### config.mk
export PLATFORM = sky130hd
export DESIGN_NAME = bitmap_slot_allocator_core
export DESIGN_NICKNAME = d
export VERILOG_FILES = /design/src/sv/bsa_pkg.sv /design/src/sv/bsa_ctrl.sv /design/src/sv/bsa_datapath.sv /design/src/sv/bitmap_slot_allocator_core.sv
export SDC_FILE = /design/constraint.sdc
export NUM_CORES = 1
export LEC_CHECK = 0
export BUFFER_PORTS_ARGS = -buffer_cell sky130_fd_sc_hd__buf_4
export CAP_MARGIN = 20
export CORE_ASPECT_RATIO = 1.25
export CORE_MARGIN = 2
export CORE_UTILIZATION = 25
export CTS_CLUSTER_SIZE = 12
export DETAILED_ROUTE_END_ITERATION = 8
export PLACE_DENSITY = 0.47
export SYNTH_ARGS = -nofsm -noshare
export SYNTH_HDL_FRONTEND = slang
export SYNTH_SLANG_ARGS = --single-unit
### constraint.sdc
create_clock -name clk_i -period 7.05 [get_ports clk_i]
set_input_delay 0.705 -clock clk_i [delete_from_list [all_inputs] [get_ports clk_i]]
set_output_delay 0.705 -clock clk_i [all_outputs]
set_load 0.01 [all_outputs]
### src/sv/bsa_pkg.sv
package bsa_pkg;

  localparam int unsigned ACTION_W = 2;
  localparam int unsigned INDEX_W  = 8;
  localparam int unsigned STATUS_W = 2;
  localparam int unsigned LIMIT_W  = 9;
  localparam int unsigned COUNT_W  = 9;

  localparam logic [LIMIT_W-1:0] LIMIT_RESET = 9'd256;

  localparam logic [ACTION_W-1:0] ACT_ALLOC = 2'd0;
  localparam logic [ACTION_W-1:0] ACT_FREE  = 2'd1;
  localparam logic [ACTION_W-1:0] ACT_CLEAR = 2'd2;
  localparam logic [ACTION_W-1:0] ACT_NOP   = 2'd3;

  localparam logic [STATUS_W-1:0] STS_OK       = 2'd0;
  localparam logic [STATUS_W-1:0] STS_NO_FREE  = 2'd1;
  localparam logic [STATUS_W-1:0] STS_RANGE    = 2'd2;
  localparam logic [STATUS_W-1:0] STS_NOT_USED = 2'd3;

  typedef enum logic [1:0] {
    ST_IDLE,
    ST_PICK,
    ST_GRANT,
    ST_FREE
  } ctl_state_e;

  typedef enum logic [1:0] {
    PICK_DONE,
    PICK_GRANT,
    PICK_FREE
  } pick_next_e;

  typedef struct packed {
    logic accept;
    logic pick;
    logic grant;
    logic free;
  } cmd_t;

  typedef struct packed {
    pick_next_e pick_next;
    logic       retry;
    logic       out_free;
  } sts_t;

endpackage

### src/sv/bsa_ctrl.sv
module bsa_ctrl (
  input  logic          clk_i,
  input  logic          rst_ni,
  input  logic          in_valid_i,
  input  bsa_pkg::sts_t sts_i,
  output bsa_pkg::cmd_t cmd_o,
  output logic          in_stall_o
);

  bsa_pkg::ctl_state_e state_q, state_d;

  always_ff @(posedge clk_i or negedge rst_ni) begin
    if (!rst_ni) begin
      state_q <= bsa_pkg::ST_IDLE;
    end else begin
      state_q <= state_d;
    end
  end

  // Every working step waits while the output register still holds an
  // untaken result, so no state change happens before its result can land.
  always_comb begin
    state_d    = state_q;
    cmd_o      = '0;
    in_stall_o = 1'b1;
    case (state_q)
      bsa_pkg::ST_IDLE: begin
        in_stall_o = 1'b0;
        if (in_valid_i) begin
          cmd_o.accept = 1'b1;
          state_d      = bsa_pkg::ST_PICK;
        end
      end
      bsa_pkg::ST_PICK: begin
        if (sts_i.out_free) begin
          cmd_o.pick = 1'b1;
          case (sts_i.pick_next)
            bsa_pkg::PICK_GRANT: state_d = bsa_pkg::ST_GRANT;
            bsa_pkg::PICK_FREE:  state_d = bsa_pkg::ST_FREE;
            default:             state_d = bsa_pkg::ST_IDLE;
          endcase
        end
      end
      bsa_pkg::ST_GRANT: begin
        if (sts_i.out_free) begin
          cmd_o.grant = 1'b1;
          state_d     = sts_i.retry ? bsa_pkg::ST_PICK : bsa_pkg::ST_IDLE;
        end
      end
      bsa_pkg::ST_FREE: begin
        if (sts_i.out_free) begin
          cmd_o.free = 1'b1;
          state_d    = bsa_pkg::ST_IDLE;
        end
      end
      default: begin
        state_d = bsa_pkg::ST_IDLE;
      end
    endcase
  end

endmodule

### src/sv/bsa_datapath.sv
module bsa_datapath #(
  parameter int unsigned SLOTS     = 256,
  parameter int unsigned WORD_BITS = 64
) (
  input  logic                           clk_i,
  input  logic                           rst_ni,
  input  logic [bsa_pkg::ACTION_W-1:0]   in_action_i,
  input  logic [bsa_pkg::INDEX_W-1:0]    in_slot_index_i,
  input  logic                           cfg_we_i,
  input  logic [bsa_pkg::LIMIT_W-1:0]    cfg_wdata_i,
  input  bsa_pkg::cmd_t                  cmd_i,
  output bsa_pkg::sts_t                  sts_o,
  input  logic                           out_stall_i,
  output logic                           out_valid_o,
  output logic [bsa_pkg::STATUS_W-1:0]   out_status_o,
  output logic [bsa_pkg::INDEX_W-1:0]    out_granted_slot_o,
  output logic [bsa_pkg::COUNT_W-1:0]    out_used_count_o,
  output logic                           out_is_full_o,
  output logic                           out_is_empty_o
);

  localparam int unsigned NWORDS    = (SLOTS + WORD_BITS - 1) / WORD_BITS;
  localparam int unsigned WIDX_W    = (NWORDS > 1) ? $clog2(NWORDS) : 1;
  localparam int unsigned HINT_W    = $clog2(NWORDS + 1);
  localparam int unsigned BIT_W     = $clog2(WORD_BITS);
  localparam int unsigned SPAN_W    = $clog2(NWORDS * WORD_BITS + 1);
  localparam int unsigned VAL_W     = (SPAN_W > bsa_pkg::LIMIT_W) ? SPAN_W : bsa_pkg::LIMIT_W;

  // Used-bit map, one flop word per map word.
  logic [WORD_BITS-1:0]          map_q [NWORDS];
  logic [bsa_pkg::LIMIT_W-1:0]   limit_q;
  logic [HINT_W-1:0]             hint_q, hint_d;
  logic [VAL_W-1:0]              total_q, total_d;
  logic                          from_hint_q;
  logic                          out_valid_q;

  logic [bsa_pkg::ACTION_W-1:0]  act_q;
  logic [bsa_pkg::INDEX_W-1:0]   idx_q;
  logic [WORD_BITS-1:0]          word_q;
  logic [WIDX_W-1:0]             wsel_q;
  logic [BIT_W-1:0]              bsel_q;

  logic [bsa_pkg::STATUS_W-1:0]  out_status_q;
  logic [bsa_pkg::INDEX_W-1:0]   out_slot_q;
  logic [bsa_pkg::COUNT_W-1:0]   out_count_q;
  logic                          out_full_q;
  logic                          out_empty_q;

  logic [VAL_W-1:0]              lim;
  logic [VAL_W-1:0]              idx_ext;
  logic [NWORDS-1:0]             word_live;
  logic [NWORDS-1:0]             word_full;
  logic [NWORDS-1:0]             word_b0;

  logic                          hint_on;
  logic [HINT_W-1:0]             hint_w_wide;
  logic [WIDX_W-1:0]             hint_w;
  logic                          hint_live;

  logic                          scan_hit;
  logic [WIDX_W-1:0]             scan_w;

  logic [WIDX_W-1:0]             rel_w;
  logic [VAL_W-1:0]              rel_base;
  logic [VAL_W-1:0]              rel_off;
  logic [BIT_W-1:0]              rel_b;

  bsa_pkg::pick_next_e           pick_next;
  logic [bsa_pkg::STATUS_W-1:0]  pick_status;
  logic                          pick_hint_clear;
  logic                          pick_from_hint;
  logic [WIDX_W-1:0]             rd_w;

  logic [BIT_W-1:0]              lz;
  logic [VAL_W-1:0]              grant_base;
  logic [VAL_W-1:0]              grant_slot;
  logic                          grant_miss;
  logic [WORD_BITS-1:0]          new_word;
  logic                          new_full;
  logic [WIDX_W:0]               nxt_w;
  logic                          nxt_free;
  logic                          last_bit;
  logic [WORD_BITS-1:0]          freed_word;

  logic                          map_we;
  logic                          map_clr;
  logic [WORD_BITS-1:0]          map_wdata;
  logic                          finish;
  logic [bsa_pkg::STATUS_W-1:0]  res_status;
  logic [VAL_W-1:0]              res_slot;

  assign lim     = (VAL_W'(limit_q) > VAL_W'(SLOTS)) ? VAL_W'(SLOTS) : VAL_W'(limit_q);
  assign idx_ext = VAL_W'(idx_q);

  // A word takes part only when it covers at least one slot below the limit.
  always_comb begin
    for (int w = 0; w < NWORDS; w++) begin
      word_live[w] = VAL_W'(w * WORD_BITS) < lim;
      word_full[w] = &map_q[w];
      word_b0[w]   = map_q[w][0];
    end
  end

  assign hint_on     = hint_q != '0;
  assign hint_w_wide = hint_q - HINT_W'(1);
  assign hint_w      = hint_w_wide[WIDX_W-1:0];
  assign hint_live   = hint_on && (hint_w_wide < HINT_W'(NWORDS)) && word_live[hint_w];

  always_comb begin
    scan_hit = 1'b0;
    scan_w   = '0;
    for (int w = NWORDS - 1; w >= 0; w--) begin
      if (word_live[w] && !word_full[w]) begin
        scan_hit = 1'b1;
        scan_w   = WIDX_W'(w);
      end
    end
  end

  // Word and bit of the slot to release, found by comparing against the
  // word boundaries.
  always_comb begin
    rel_w    = '0;
    rel_base = '0;
    for (int k = 1; k < NWORDS; k++) begin
      if (idx_ext >= VAL_W'(k * WORD_BITS)) begin
        rel_w    = WIDX_W'(k);
        rel_base = VAL_W'(k * WORD_BITS);
      end
    end
  end

  assign rel_off = idx_ext - rel_base;
  assign rel_b   = rel_off[BIT_W-1:0];

  always_comb begin
    pick_next       = bsa_pkg::PICK_DONE;
    pick_status     = bsa_pkg::STS_OK;
    pick_hint_clear = 1'b0;
    pick_from_hint  = 1'b0;
    rd_w            = scan_w;
    case (act_q)
      bsa_pkg::ACT_ALLOC: begin
        if (total_q >= lim) begin
          pick_status = bsa_pkg::STS_NO_FREE;
        end else if (hint_live && !word_full[hint_w]) begin
          pick_next      = bsa_pkg::PICK_GRANT;
          pick_from_hint = 1'b1;
          rd_w           = hint_w;
        end else begin
          // A full hinted word keeps its hint; a hint beyond the limit is dropped.
          pick_hint_clear = hint_on && !hint_live;
          if (scan_hit) begin
            pick_next = bsa_pkg::PICK_GRANT;
          end else begin
            pick_status = bsa_pkg::STS_NO_FREE;
          end
        end
      end
      bsa_pkg::ACT_FREE: begin
        if (idx_ext >= lim) begin
          pick_status = bsa_pkg::STS_RANGE;
        end else begin
          pick_next = bsa_pkg::PICK_FREE;
          rd_w      = rel_w;
        end
      end
      default: begin
        pick_next = bsa_pkg::PICK_DONE;
      end
    endcase
  end

  always_comb begin
    lz = '0;
    for (int b = WORD_BITS - 1; b >= 0; b--) begin
      if (!word_q[b]) begin
        lz = BIT_W'(b);
      end
    end
  end

  assign grant_base = VAL_W'(wsel_q) * VAL_W'(WORD_BITS);
  assign grant_slot = grant_base + VAL_W'(lz);
  assign grant_miss = grant_slot >= lim;
  assign new_word   = word_q | (WORD_BITS'(1) << lz);
  assign new_full   = &new_word;
  assign last_bit   = lz == BIT_W'(WORD_BITS - 1);
  assign nxt_w      = {1'b0, wsel_q} + (WIDX_W + 1)'(1);
  assign nxt_free   = (nxt_w < (WIDX_W + 1)'(NWORDS)) && !word_b0[nxt_w[WIDX_W-1:0]];
  assign freed_word = word_q & ~(WORD_BITS'(1) << bsel_q);

  always_comb begin
    hint_d     = hint_q;
    total_d    = total_q;
    map_we     = 1'b0;
    map_clr    = 1'b0;
    map_wdata  = new_word;
    finish     = 1'b0;
    res_status = bsa_pkg::STS_OK;
    res_slot   = '0;
    if (cmd_i.pick) begin
      if (pick_hint_clear) begin
        hint_d = '0;
      end
      if (pick_next == bsa_pkg::PICK_DONE) begin
        finish     = 1'b1;
        res_status = pick_status;
        if (act_q == bsa_pkg::ACT_CLEAR) begin
          map_clr = 1'b1;
          total_d = '0;
          hint_d  = HINT_W'(1);
        end
      end
    end
    if (cmd_i.grant) begin
      if (grant_miss) begin
        if (from_hint_q) begin
          hint_d = '0;
        end else begin
          finish     = 1'b1;
          res_status = bsa_pkg::STS_NO_FREE;
        end
      end else begin
        map_we    = 1'b1;
        map_wdata = new_word;
        total_d   = total_q + VAL_W'(1);
        finish    = 1'b1;
        res_slot  = grant_slot;
        if (from_hint_q) begin
          // Once the hinted word fills, the hint moves on only when the very
          // next slot sits at the start of the following word and is free.
          if (new_full) begin
            if (last_bit && ((grant_slot + VAL_W'(1)) < lim) && nxt_free) begin
              hint_d = HINT_W'(nxt_w) + HINT_W'(1);
            end else begin
              hint_d = '0;
            end
          end
        end else if (!new_full) begin
          hint_d = HINT_W'(wsel_q) + HINT_W'(1);
        end
      end
    end
    if (cmd_i.free) begin
      finish = 1'b1;
      if ((total_q == '0) || !word_q[bsel_q]) begin
        res_status = bsa_pkg::STS_NOT_USED;
      end else begin
        map_we    = 1'b1;
        map_wdata = freed_word;
        total_d   = total_q - VAL_W'(1);
        if (!hint_on) begin
          hint_d = HINT_W'(wsel_q) + HINT_W'(1);
        end
      end
    end
  end

  always_ff @(posedge clk_i or negedge rst_ni) begin
    if (!rst_ni) begin
      limit_q     <= bsa_pkg::LIMIT_RESET;
      hint_q      <= HINT_W'(1);
      total_q     <= '0;
      from_hint_q <= 1'b0;
      out_valid_q <= 1'b0;
      for (int w = 0; w < NWORDS; w++) begin
        map_q[w] <= '0;
      end
    end else begin
      if (cfg_we_i) begin
        limit_q <= cfg_wdata_i;
      end
      hint_q  <= hint_d;
      total_q <= total_d;
      if (cmd_i.pick) begin
        from_hint_q <= pick_from_hint;
      end
      for (int w = 0; w < NWORDS; w++) begin
        if (map_clr) begin
          map_q[w] <= '0;
        end else if (map_we && (wsel_q == WIDX_W'(w))) begin
          map_q[w] <= map_wdata;
        end
      end
      if (finish) begin
        out_valid_q <= 1'b1;
      end else if (!out_stall_i) begin
        out_valid_q <= 1'b0;
      end
    end
  end

  always_ff @(posedge clk_i) begin
    if (cmd_i.accept) begin
      act_q <= in_action_i;
      idx_q <= in_slot_index_i;
    end
    if (cmd_i.pick) begin
      word_q <= map_q[rd_w];
      wsel_q <= rd_w;
      bsel_q <= rel_b;
    end
    if (finish) begin
      out_status_q <= res_status;
      out_slot_q   <= res_slot[bsa_pkg::INDEX_W-1:0];
      out_count_q  <= total_d[bsa_pkg::COUNT_W-1:0];
      out_full_q   <= total_d == lim;
      out_empty_q  <= total_d == '0;
    end
  end

  assign sts_o.pick_next = pick_next;
  assign sts_o.retry     = from_hint_q && grant_miss;
  assign sts_o.out_free  = !out_valid_q || !out_stall_i;

  assign out_valid_o        = out_valid_q;
  assign out_status_o       = out_status_q;
  assign out_granted_slot_o = out_slot_q;
  assign out_used_count_o   = out_count_q;
  assign out_is_full_o      = out_full_q;
  assign out_is_empty_o     = out_empty_q;

endmodule

### src/sv/bitmap_slot_allocator_core.sv
// Fixed-slot allocator over a used-bit map held in WORD_BITS-wide flop words.
// Each transaction is accepted in the idle state and then runs alone: a pick
// step picks the map word (the hinted word, else the first word with a free
// slot) and registers it; for an allocate a grant step then finds its lowest
// free bit with a priority encoder and writes the word back, and for a
// release a free step clears the slot's bit. An allocate whose hint misses
// late goes back to the pick step and scans; a clear, an allocate refused at
// once, an out-of-range release or an unused action finishes in the pick step.
// The result lands in an output register, so the next transaction is taken
// while an earlier result still waits; every later step holds for as long as
// that earlier result is still untaken.
module bitmap_slot_allocator_core #(
  parameter int unsigned SLOTS     = 256,
  parameter int unsigned WORD_BITS = 64
) (
  input  logic                           clk_i,
  input  logic                           rst_ni,
  input  logic                           in_valid_i,
  output logic                           in_stall_o,
  input  logic [bsa_pkg::ACTION_W-1:0]   in_action_i,
  input  logic [bsa_pkg::INDEX_W-1:0]    in_slot_index_i,
  output logic                           out_valid_o,
  input  logic                           out_stall_i,
  output logic [bsa_pkg::STATUS_W-1:0]   out_status_o,
  output logic [bsa_pkg::INDEX_W-1:0]    out_granted_slot_o,
  output logic [bsa_pkg::COUNT_W-1:0]    out_used_count_o,
  output logic                           out_is_full_o,
  output logic                           out_is_empty_o,
  input  logic                           cfg_we_i,
  input  logic [bsa_pkg::LIMIT_W-1:0]    cfg_wdata_i
);

  bsa_pkg::cmd_t cmd;
  bsa_pkg::sts_t sts;

  bsa_ctrl u_ctrl (
    .clk_i      (clk_i),
    .rst_ni     (rst_ni),
    .in_valid_i (in_valid_i),
    .sts_i      (sts),
    .cmd_o      (cmd),
    .in_stall_o (in_stall_o)
  );

  bsa_datapath #(
    .SLOTS     (SLOTS),
    .WORD_BITS (WORD_BITS)
  ) u_datapath (
    .clk_i              (clk_i),
    .rst_ni             (rst_ni),
    .in_action_i        (in_action_i),
    .in_slot_index_i    (in_slot_index_i),
    .cfg_we_i           (cfg_we_i),
    .cfg_wdata_i        (cfg_wdata_i),
    .cmd_i              (cmd),
    .sts_o              (sts),
    .out_stall_i        (out_stall_i),
    .out_valid_o        (out_valid_o),
    .out_status_o       (out_status_o),
    .out_granted_slot_o (out_granted_slot_o),
    .out_used_count_o   (out_used_count_o),
    .out_is_full_o      (out_is_full_o),
    .out_is_empty_o     (out_is_empty_o)
  );

  // The controller issues at most one step per cycle.
  assert property (@(posedge clk_i) disable iff (!rst_ni)
    $onehot0({cmd.accept, cmd.pick, cmd.grant, cmd.free}))
    else $error("more than one datapath step issued in a cycle");

  // A new transaction is never taken while one is still in flight.
  assert property (@(posedge clk_i) disable iff (!rst_ni)
    (in_valid_i && !in_stall_o) |=> in_stall_o)
    else $error("input not held off after a transaction was accepted");

  // Only a successful allocate reports a slot.
  assert property (@(posedge clk_i) disable iff (!rst_ni)
    (out_valid_o && (out_status_o != bsa_pkg::STS_OK)) |-> (out_granted_slot_o == '0))
    else $error("failed request reports a granted slot");

endmodule
Yosys cells after proc, flatten, opt, wreduce, memory -nomap -nowiden
Index checks and enable logic that the tools add are counted.
{"block": "op_classes", "n_mul": 0, "n_div": 0, "shifts": 2, "magnitude_cmp": 18, "bitwise_logic": 5, "n_reduce_logical": 46, "mux": 176, "eq_ne": 17, "add_sub_neg": 8}
{"cell": "2-to-1 mux 64 bit", "count": 12}
{"cell": "2-to-1 mux 6 bit", "count": 66}
{"cell": "AND reduction 64 bit", "count": 5}
{"cell": "binary-select mux 64 bit (select 2 bit)", "count": 1}
{"cell": "left shift 1 x 6 -> 64 bit, first input constant", "count": 2}
{"cell": "2-to-1 mux 9 bit", "count": 8}
{"cell": "AND 64 bit", "count": 1}
{"cell": "NOT 64 bit", "count": 1}
{"cell": "OR 64 bit", "count": 1}
{"cell": "2-to-1 mux 2 bit", "count": 26}
{"cell": "2-to-1 mux 3 bit", "count": 14}
{"cell": "2-to-1 mux 1 bit", "count": 40}
{"cell": "adder 9 x 1 -> 9 bit, second input constant", "count": 2}
{"cell": ">= comparator 9 bit", "count": 2}
{"cell": "logical NOT 9 bit", "count": 2}
{"cell": "< comparator 8 x 9 -> 1 bit, first input constant", "count": 2}
{"cell": ">= comparator 8 bit, second input constant", "count": 2}
{"cell": "logical AND 1 bit", "count": 16}
{"cell": "case mux 2 bit (2 select lines)", "count": 4}
{"cell": "equality test 2 bit, second input constant", "count": 6}
{"cell": "logical NOT 1 bit", "count": 10}
{"cell": "adder 8 x 6 -> 9 bit", "count": 1}
{"cell": "equality test 9 bit", "count": 1}
{"cell": ">= comparator 8 x 9 -> 1 bit", "count": 1}
{"cell": "29 further kinds", "count": 46}
{"block": "totals", "regBits": 384, "word_cells": 292, "mem_bits_ro": 0, "n_memories": 0, "out_inout_bits": 23, "ram_bits": 0, "latch_bits": 0}

Logic depth before layout (Yosys ltp)
Gate-level depths: netlist (run 1).
{"block": "depth", "word_depth": 77, "depth_mapped": 25, "ltp_nobuf": 23}

Cells and area by module
A second synthesis (run 1) with hierarchy kept.
{"block": "hier_totals", "hier_cells": 2415, "hier_area_um2": 22163.8}
{"module": "bsa_datapath", "seq_area_each_um2": 10077.2, "area_per_inst_um2": 22013.6, "cells_each": 2397, "instances": 1}
{"module": "bsa_ctrl", "seq_area_each_um2": 50.0, "area_per_inst_um2": 150.1, "cells_each": 18, "instances": 1}

Worst setup path before layout (run 1)
OpenSTA, ideal clock, no wires.
{"block": "synth_timing", "path_kind": "input-to-reg", "start": "in out_stall_i", "end": "reg u_datapath.out_empty_q, in the netlist u_datapath.out_is_empty_o, data pin", "cell_stages": 10, "setup_ns": 0.139, "arrival_time_ns": 6.184, "setup_slack_ns": 0.727, "required_time_ns": 6.911, "cell_sequence": "nand2_1 nand2_1 nor2_1 nand4b_1 a22oi_1 o21ai_0 o211ai_1 nand2_1 or4_1 nor2_1"}
{"element": "from (decl)", "line_no": "bitmap_slot_allocator_core.sv:23", "source": "input logic out_stall_i,"}
{"element": "to (signal assigned)", "line_no": "bsa_datapath.sv:309", "source": "out_empty_q <= total_d == '0;"}
{"element": "to (decl)", "line_no": "bsa_datapath.sv:47", "source": "logic out_empty_q;"}

Worst setup path in the final report (run 1)
{"block": "layout_timing", "start": "reg u_datapath.word_q[62]", "end": "reg u_datapath.hint_q[1]"}
{"block": "layout_between", "elab_chain_len": 76}
{"element": "from (decl)", "line_no": "bsa_datapath.sv:39", "source": "logic [WORD_BITS-1:0] word_q;"}
{"element": "from (signal assigned)", "line_no": "bsa_datapath.sv:300", "source": "word_q <= map_q[rd_w];"}
{"element": "2-to-1 mux 6 bit (*) (63 in series)", "line_no": "bsa_datapath.sv:177", "source": "if (!word_q[b]) begin"}
{"element": "adder 8 x 6 -> 9 bit (*)", "line_no": "bsa_datapath.sv:184", "source": "assign grant_slot = grant_base + VAL_W'(lz);"}
{"element": "net u_datapath.grant_slot[0]", "line_no": "bsa_datapath.sv:76", "source": "logic [VAL_W-1:0] grant_slot;"}
{"element": "adder 9 x 1 -> 9 bit", "line_no": "bsa_datapath.sv:234", "source": "if (last_bit && ((grant_slot + VAL_W'(1)) < lim) && nxt_free) begin"}
{"element": "< comparator 9 bit", "line_no": "bsa_datapath.sv:234"}
{"element": "logical AND 1 bit (2 in series)", "line_no": "bsa_datapath.sv:234"}
{"element": "2-to-1 mux 3 bit", "line_no": "bsa_datapath.sv:234"}
{"element": "2-to-1 mux 3 bit", "line_no": "bsa_datapath.sv:233", "source": "if (new_full) begin"}
{"element": "2-to-1 mux 3 bit", "line_no": "bsa_datapath.sv:230", "source": "if (from_hint_q) begin"}
{"element": "2-to-1 mux 3 bit (*)", "line_no": "bsa_datapath.sv:217", "source": "if (grant_miss) begin"}
{"element": "2-to-1 mux 3 bit (*)", "line_no": "bsa_datapath.sv:216", "source": "if (cmd_i.grant) begin"}
{"element": "2-to-1 mux 3 bit", "line_no": "bsa_datapath.sv:253", "source": "if (!hint_on) begin"}
{"element": "2-to-1 mux 3 bit", "line_no": "bsa_datapath.sv:247", "source": "if ((total_q == '0) || !word_q[bsel_q]) begin"}
{"element": "2-to-1 mux 3 bit (*)", "line_no": "bsa_datapath.sv:245", "source": "if (cmd_i.free) begin"}
{"element": "net u_datapath.hint_d[1]", "line_no": "bsa_datapath.sv:32", "source": "logic [HINT_W-1:0] hint_q, hint_d;"}
{"element": "to (signal assigned)", "line_no": "bsa_datapath.sv:274", "source": "hint_q <= hint_d;"}
{"element": "to (decl)", "line_no": "bsa_datapath.sv:32"}
Mark *: on every way through the listed nets, which the timed path passes. The rest lies on a longest branch. The select of a mux whose other input is x is not followed.
A chain may end at the register's enable or synchronous reset.

==> results of run 1 <==
[per-layer routing]
metal  part of all wire  GRT usage  wire length [um]  vias up
met5                  0          0                 0        -
met4              0.058      0.102              5080        0
met3              0.046     0.0226              3990      200
met2               0.49      0.339             43100      689
met1               0.40      0.239             35100     9648
li1                   -          -                 -     8653
[kinds of logic after synthesis]
group,Yosys count,share of synthesized area
compound gates,612,0.174
xor+xnor,14,0.00572
fa+ha+maj,51,0.0298
buf+inv,209,0.0402
flops,384,0.473
mux,80,0.0524
simple gates,1014,0.225
[power groups by stage]
stage | Sequential, mW | Clock, mW | Combinational [mW]
5_1_grt | 4.73 | 2.43 | 4.50
6_report | 4.66 | 2.29 | 4.08
3_5_place_dp | 4.63 | 0 | 4.09
4_1_cts | 4.60 | 2.35 | 4.10
3_3_place_gp | 4.63 | 0 | 4.04
2_1_floorplan | 3.94 | 0 | 2.69
[through the flow]
| step | instances | hold slack, ns | power, mW | setup slack, ns | utilization |
|---|---|---|---|---|---|
| after floorplan | 2364 | 0.409 | 6.63 | 0.727 | - |
| after global placement | 3397 | 0.475 | 8.66 | 1.25 | 0.269 |
| after detailed placement | 3397 | 0.447 | 8.71 | 1.14 | 0.269 |
| after CTS | 3477 | 0.250 | 11.1 | 1.10 | 0.286 |
| after global routing | 3477 | 0.270 | 11.7 | 0.550 | 0.286 |
| final | 3478 | 0.183 | 11.0 | 0.998 | 0.286 |
[placed cells by master (no fill, tap or decap), types with 43 or more instances in the layout]
cell / count
nand2_1: 503
ha_1: 51
clkbuf_16: 45
nor2_1: 61
a21oi_1: 139
inv_1: 43
edfxtp_1: 103
a32oi_1: 65
buf_4: 92
nand3_1: 204
o21ai_0: 248
nand4_1: 97
mux2_2: 52
dfrtp_1: 279
[state kept, by name, indices dropped and copies added (netlist names), 3 cells and up]
signal	cells
u_datapath.out_used_count_o	9
u_datapath.out_granted_slot_o	8
u_datapath.hint_q	3
u_datapath.total_q	9
u_datapath.idx_q	8
u_datapath.bsel_q	6
u_datapath.limit_q	9
u_datapath.map_q	256
u_datapath.word_q	64
[final cells by class]
cell class | instances | share of cell area
Antenna cell | 1 | 0.000103
Clock buffer | 71 | 0.0546
Clock inverter | 9 | 0.00364
Inverter | 46 | 0.00723
Multi-Input combinational cell | 1771 | 0.430
Sequential cell | 384 | 0.415
Tap cell | 1098 | 0.0563
Timing Repair Buffer | 98 | 0.0330
[worst paths after layout]
check | start | endpoint | slack, ns
setup / recovery | u_datapath.word_q[62] | u_datapath.hint_q[1] | 1.0
hold / removal | rst_ni | u_datapath.map_q[173] | 0.18
setup reg to reg | u_datapath.word_q[62] | u_datapath.hint_q[1] | 1.0
hold reg to reg | u_datapath.idx_q[0] | u_datapath.bsel_q[0] | 0.48
max in group asynchronous | rst_ni | u_datapath.total_q[7] | 5.31
min in group clk_i | in_slot_index_i[6] | u_datapath.idx_q[6] | 0.29
[cells in the mapped netlist, types with 5 or more instances]
library cell	count
dfrtp_1	279
a211oi_1	19
ha_1	51
mux4_2	18
or4_1	5
o22ai_1	6
edfxtp_1	103
o211ai_1	8
a41oi_1	5
o21ai_1	14
mux2_2	52
nand2b_1	10
a21o_1	9
nand4_1	97
nor2b_1	14
nor4_1	29
clkbuf_1	128
o21ai_0	249
xnor2_1	10
inv_1	44
buf_1	11
a21oi_1	140
a31oi_1	30
and3_1	12
nor2_1	64
a22oi_1	9
mux2i_1	8
a32oi_1	65
o31ai_1	7
nand3_1	204
nand2_1	506
o21a_1	6
and2_1	15
buf_2	17
nor3_1	13
[worst reg2reg max path, stage by stage (launching register included)]
cell	delay [ns]
edfxtp_1	0.49
or2b_1	0.25
a21boi_0	0.16
o21ai_0	0.09
a21boi_0	0.19
o21ai_0	0.10
a21oi_1	0.15
o21ai_0	0.10
a221o_1	0.37
a31oi_1	0.35
o21ai_0	0.31
inv_1	0.22
ha_1	0.19
buf_4	0.22
and2_0	0.47
a31oi_1	0.17
or3_1	0.38
or4_1	0.53
or4_1	0.72
o31a_1	0.33
o221ai_1	0.18
==> impl_metrics.py, run 1 <==
metrics = {
    "worst_setup_path": {
        "cp.depth": 20,
        "start_kind": "flop",
        "endpoint_kind": "flop",
        "cpPeakStageDelay_ns": 0.72,
        "crit_fanout": 13,
        "cp.arrival_ns": 6.56,
        "required_ns": 7.56,
        "worst-path-buf-inv": 2,
        "rr_worst_depth": 20,
        "crit_chain": "or2b_1 -> a21boi_0 -> o21ai_0 -> a21boi_0 -> o21ai_0 -> a21oi_1 -> o21ai_0 -> a221o_1 -> a31oi_1 -> o21ai_0 -> inv_1 -> ha_1 -> buf_4 -> and2_0 -> a31oi_1 -> or3_1 -> or4_1 -> or4_1 -> o31a_1 -> o221ai_1",
        "critical_path_class": "flop to flop",
        "crit_top_cell": "o21ai_0",
        "worst_path_max_delay_cell": "or4_1",
        "cpLargestDelayFamily": "compound AO/OA/AOI/OAI gates",
    },
    "logic_synthesis": {
        "ys_ff_latch": 384,
        "netlist_area_um2": 21400,
        "synth-edff-count": 103,
        "ys_seq_area_frac": 0.473,
        "yosysTopAreaCell": "dfrtp_1",
        "yosys_warnings": 0,
        "synth_area_leaders": "dfrtp_1, edfxtp_1, nand2_1",
        "synthCells": 2364,
        "syn-num-nets": 2439,
        "synth-main-ff-cell": "dfrtp_1",
        "avgSynthCellArea_um2": 9.07,
        "async_flop_share": 0.732,
        "synth_top_area_frac": 0.326,
        "ys_types": 96,
    },
    "floorplan": {
        "core_region_area_um2": 85300,
        "rows": 120,
        "io_pins": 47,
        "die_x_um": 266,
        "die_area_um2": 88100,
        "start_util": 0.251,
        "die_h_um": 331,
    },
    "power": {
        "p_clk_frac": 0.207,
        "switching_share": 0.441,
        "comb_power_share": 0.370,
        "power_density_nw_per_um2": 452,
        "p_sw_mw": 4.86,
        "vdd_ir_drop_max_mv": 0.258,
        "pwr-share-seq": 0.422,
        "intPower_mw": 6.16,
        "p_leak_nw": 9.53,
    },
    "placed_design": {
        "gp_congestion": 1.01,
        "port_buffers": 46,
        "hpwl_um": 61900,
        "dpl_cell_area_um2": 23000,
    },
    "drt": {
        "drtPass1Iterations": 8,
        "drt_iter0_markers": 1771,
        "num_vias": 19200,
        "ant_nets": 0,
        "wl_per_cell_um": 25.1,
        "routed_wl_um": 87300,
        "avgViaCountPerCell": 5.52,
        "drc": 0,
    },
    "final_layout": {
        "final_net_count": 2419,
        "area_growth_pct": 13.9,
        "drive_above_1_share": 0.118,
        "fillers": 9036,
        "regArea_um2": 10100,
        "multiInputGateArea_um2": 10500,
        "fin_area_um2": 24400,
    },
    "run": {
        "cap_violations": 0,
    },
    "grt": {
        "grt_max_degree": 169,
        "grt-ovfl-total": 0,
        "grt_pass1_wl_um": 130000,
        "grt_pass1_vias": 19100,
        "antenna_found_initial": 0,
        "grtUsageTotal": 0.196,
    },
    "hold_path": {
        "worstHoldPathType": "input pin to async pin",
    },
    "timing": {
        "fmax_ghz": 0.165,
        "finalCritPeriodShare": 0.858,
        "fin_crit_ns": 6.05,
        "hold_viol_final": 0,
        "setup-tns-final_ns": 0,
        "rsz0062_at_grt": "false",
        "skew_ns": 0.0184,
        "setup_viol": 0,
        "max_slew_margin": 0.256,
        "tightest_slew_ns": 1.11,
        "drv_slew": 0,
    },
    "clock_tree": {
        "clkSlewWorstSetupHoldPaths_ns": 0.07,
        "cts_max_level": 2,
        "cts_setup_buffers": 0,
        "cts_buffers": 43,
        "cts_sinks": 384,
        "ctsRootBufferMaster": "clkbuf_16",
        "cts_resized": 0,
        "cts_tree": "yes",
        "cts_hold_buf": 0,
        "clk_path_buf_depth": 3,
        "clock_latency_ns": 0.60,
    },
    "run_status": {
        "status": "finished clean",
    },
}
(Power assumes the default switching activity.)
==> inputs of run 2 (changes only) <==
CORE_UTILIZATION = 55   (was 25)
PLACE_DENSITY = 0.79   (was 0.47)
==> run 2 against run 1 <==
  * Flip-flop and latch count is the same
  * Largest power group unchanged
  * Register-to-register slack gained 0.04 ns
  * Sequential share of layout area grew 1.9 points
==> impl_metrics.py, run 2 (same netlist as run 1, synthesis figures left out) <==
metrics = {
    "grt": {
        "grt_max_degree": 172,
        "grt_pass1_wl_um": 114000,
        "antenna_found_initial": 0,
        "grt-ovfl-total": 0,
        "grtUsageTotal": 0.365,
        "grt_pass1_vias": 19100,
    },
    "clock_tree": {
        "cts_setup_buffers": 0,
        "ctsRootBufferMaster": "clkbuf_16",
        "cts_resized": 0,
        "cts_tree": "yes",
        "cts_max_level": 2,
        "clock_latency_ns": 0.56,
        "cts_hold_buf": 0,
        "cts_sinks": 384,
        "clk_path_buf_depth": 3,
        "cts_buffers": 41,
        "clkSlewWorstSetupHoldPaths_ns": 0.06,
    },
    "timing": {
        "skew_ns": 0.0323,
        "finalCritPeriodShare": 0.853,
        "setup-tns-final_ns": 0,
        "tightest_slew_ns": 1.25,
        "hold_viol_final": 0,
        "setup_viol": 0,
        "drv_slew": 0,
        "max_slew_margin": 0.156,
        "fmax_ghz": 0.166,
        "rsz0062_at_grt": "false",
        "fin_crit_ns": 6.01,
    },
    "final_layout": {
        "final_common_cell": "nand2_1",
        "largestRegisters": "u_datapath.map_q: 256 flops, u_datapath.word_q: 64 flops",
        "largest_register_ffs": 256,
        "n_antenna_cell": 0,
        "final_net_count": 2403,
        "stdcell_count": 2848,
        "final_cell_mix": "nand2_1, dfrtp_1, o21ai_0",
        "area_growth_pct": 8.88,
        "fillers": 3219,
        "regMostFlops": "u_datapath.map_q",
        "drive_above_1_share": 0.110,
    },
    "power": {
        "pwr-share-seq": 0.438,
        "vdd_ir_drop_max_mv": 0.219,
        "power_density_nw_per_um2": 452,
        "p_leak_nw": 9.36,
        "p_clk_frac": 0.192,
        "intPower_mw": 5.96,
        "p_sw_mw": 4.60,
        "comb_power_share": 0.369,
        "switching_share": 0.436,
    },
    "worst_setup_path": {
        "r2r_end": "u_datapath.hint_q[1]",
        "required_ns": 7.50,
        "endpoint_kind": "flop",
        "critical_path_class": "flop to flop",
        "rrSetupSlack_ns": 1.04,
        "start_kind": "flop",
        "reg2reg_from": "u_datapath.word_q[62]",
        "cp.arrival_ns": 6.46,
        "rr_worst_depth": 19,
        "crit_fanout": 13,
    },
    "run": {
        "cap_violations": 0,
    },
    "floorplan": {
        "core_region_area_um2": 38300,
        "die_area_um2": 40600,
        "die_h_um": 225,
        "rows": 80,
        "die_x_um": 181,
        "start_util": 0.559,
        "io_pins": 47,
    },
    "drt": {
        "drtPass1Iterations": 8,
        "routed_wl_um": 74700,
        "num_vias": 19900,
        "drt_iter0_markers": 2286,
        "drc": 0,
        "ant_nets": 0,
        "avgViaCountPerCell": 6.99,
        "wl_per_cell_um": 26.2,
    },
    "run_status": {
        "status": "finished clean",
    },
    "placed_design": {
        "gp_congestion": 1.07,
        "hpwl_um": 52000,
        "placedCellCount": 2777,
        "port_buffers": 46,
    },
    "hold_path": {
        "worstHoldPathType": "input pin to async pin",
    },
}
run 2: through the flow:
step                instance area [um^2]  setup WS [ns]   util  power [mW]  hold slack [ns]
floorplan                          21400          0.727      -        6.63            0.409
global placement                   22100           1.35  0.577        8.25            0.461
detailed placement                 22100           1.21  0.577        8.38            0.446
CTS                                23300           1.16  0.609        10.4            0.183
global route                       23300          0.552  0.609        11.1            0.206
finish                             23300           1.04  0.609        10.6            0.138
run 2: power groups by stage:
stage                     Sequential [mW]  Clock (mW)  Combinational (mW)
after floorplan                      3.94           0                2.69
after global placement               4.55           0                3.70
after detailed placement             4.57           0                3.82
final                                4.63        2.03                3.90
after CTS                            4.54        2.04                3.84
after global routing                 4.68        2.13                4.27
run 2: worst max-delay path by stage:
stage,start,end
floorplan,out_stall_i,u_datapath.out_is_empty_o
global placement,u_datapath.word_q[63],u_datapath.map_q[207]
detailed placement,u_datapath.word_q[63],u_datapath.map_q[214]
CTS,u_datapath.word_q[62],u_datapath.hint_q[1]
global route,u_datapath.word_q[62],u_datapath.map_q[214]
finish,u_datapath.word_q[62],u_datapath.hint_q[1]
run 2: worst max-delay path: stages, from the launching register on:
cell	delay, ns
edfxtp_1	0.48
or2b_1	0.25
a21boi_0	0.15
o21ai_0	0.08
a21boi_0	0.17
o21ai_0	0.09
a21oi_1	0.16
o21ai_0	0.11
a221o_1	0.37
a31oi_1	0.31
o21ai_0	0.30
inv_1	0.21
ha_1	0.50
and2_0	0.43
a31oi_1	0.14
or3_1	0.38
or4_1	0.54
or4_1	0.71
o31a_1	0.33
o221ai_1	0.18
run 2: area by class of cell:
class | instances | area, um^2 | area share
clock inverters | 8 | 60.1 | 0.00257
clock buffers | 63 | 1170 | 0.0501
multi-input cells | 1771 | 10500 | 0.450
flip-flops and latches | 384 | 10100 | 0.434
repair buffers | 84 | 688 | 0.0295
inverters | 46 | 175 | 0.00751
well taps | 492 | 616 | 0.0264
run 2: layer usage:
metal	GRT usage	wire length, um
met4	0.240	5480
met2	0.583	34600
met1	0.457	27600
met5	0	0
met3	0.0651	7020
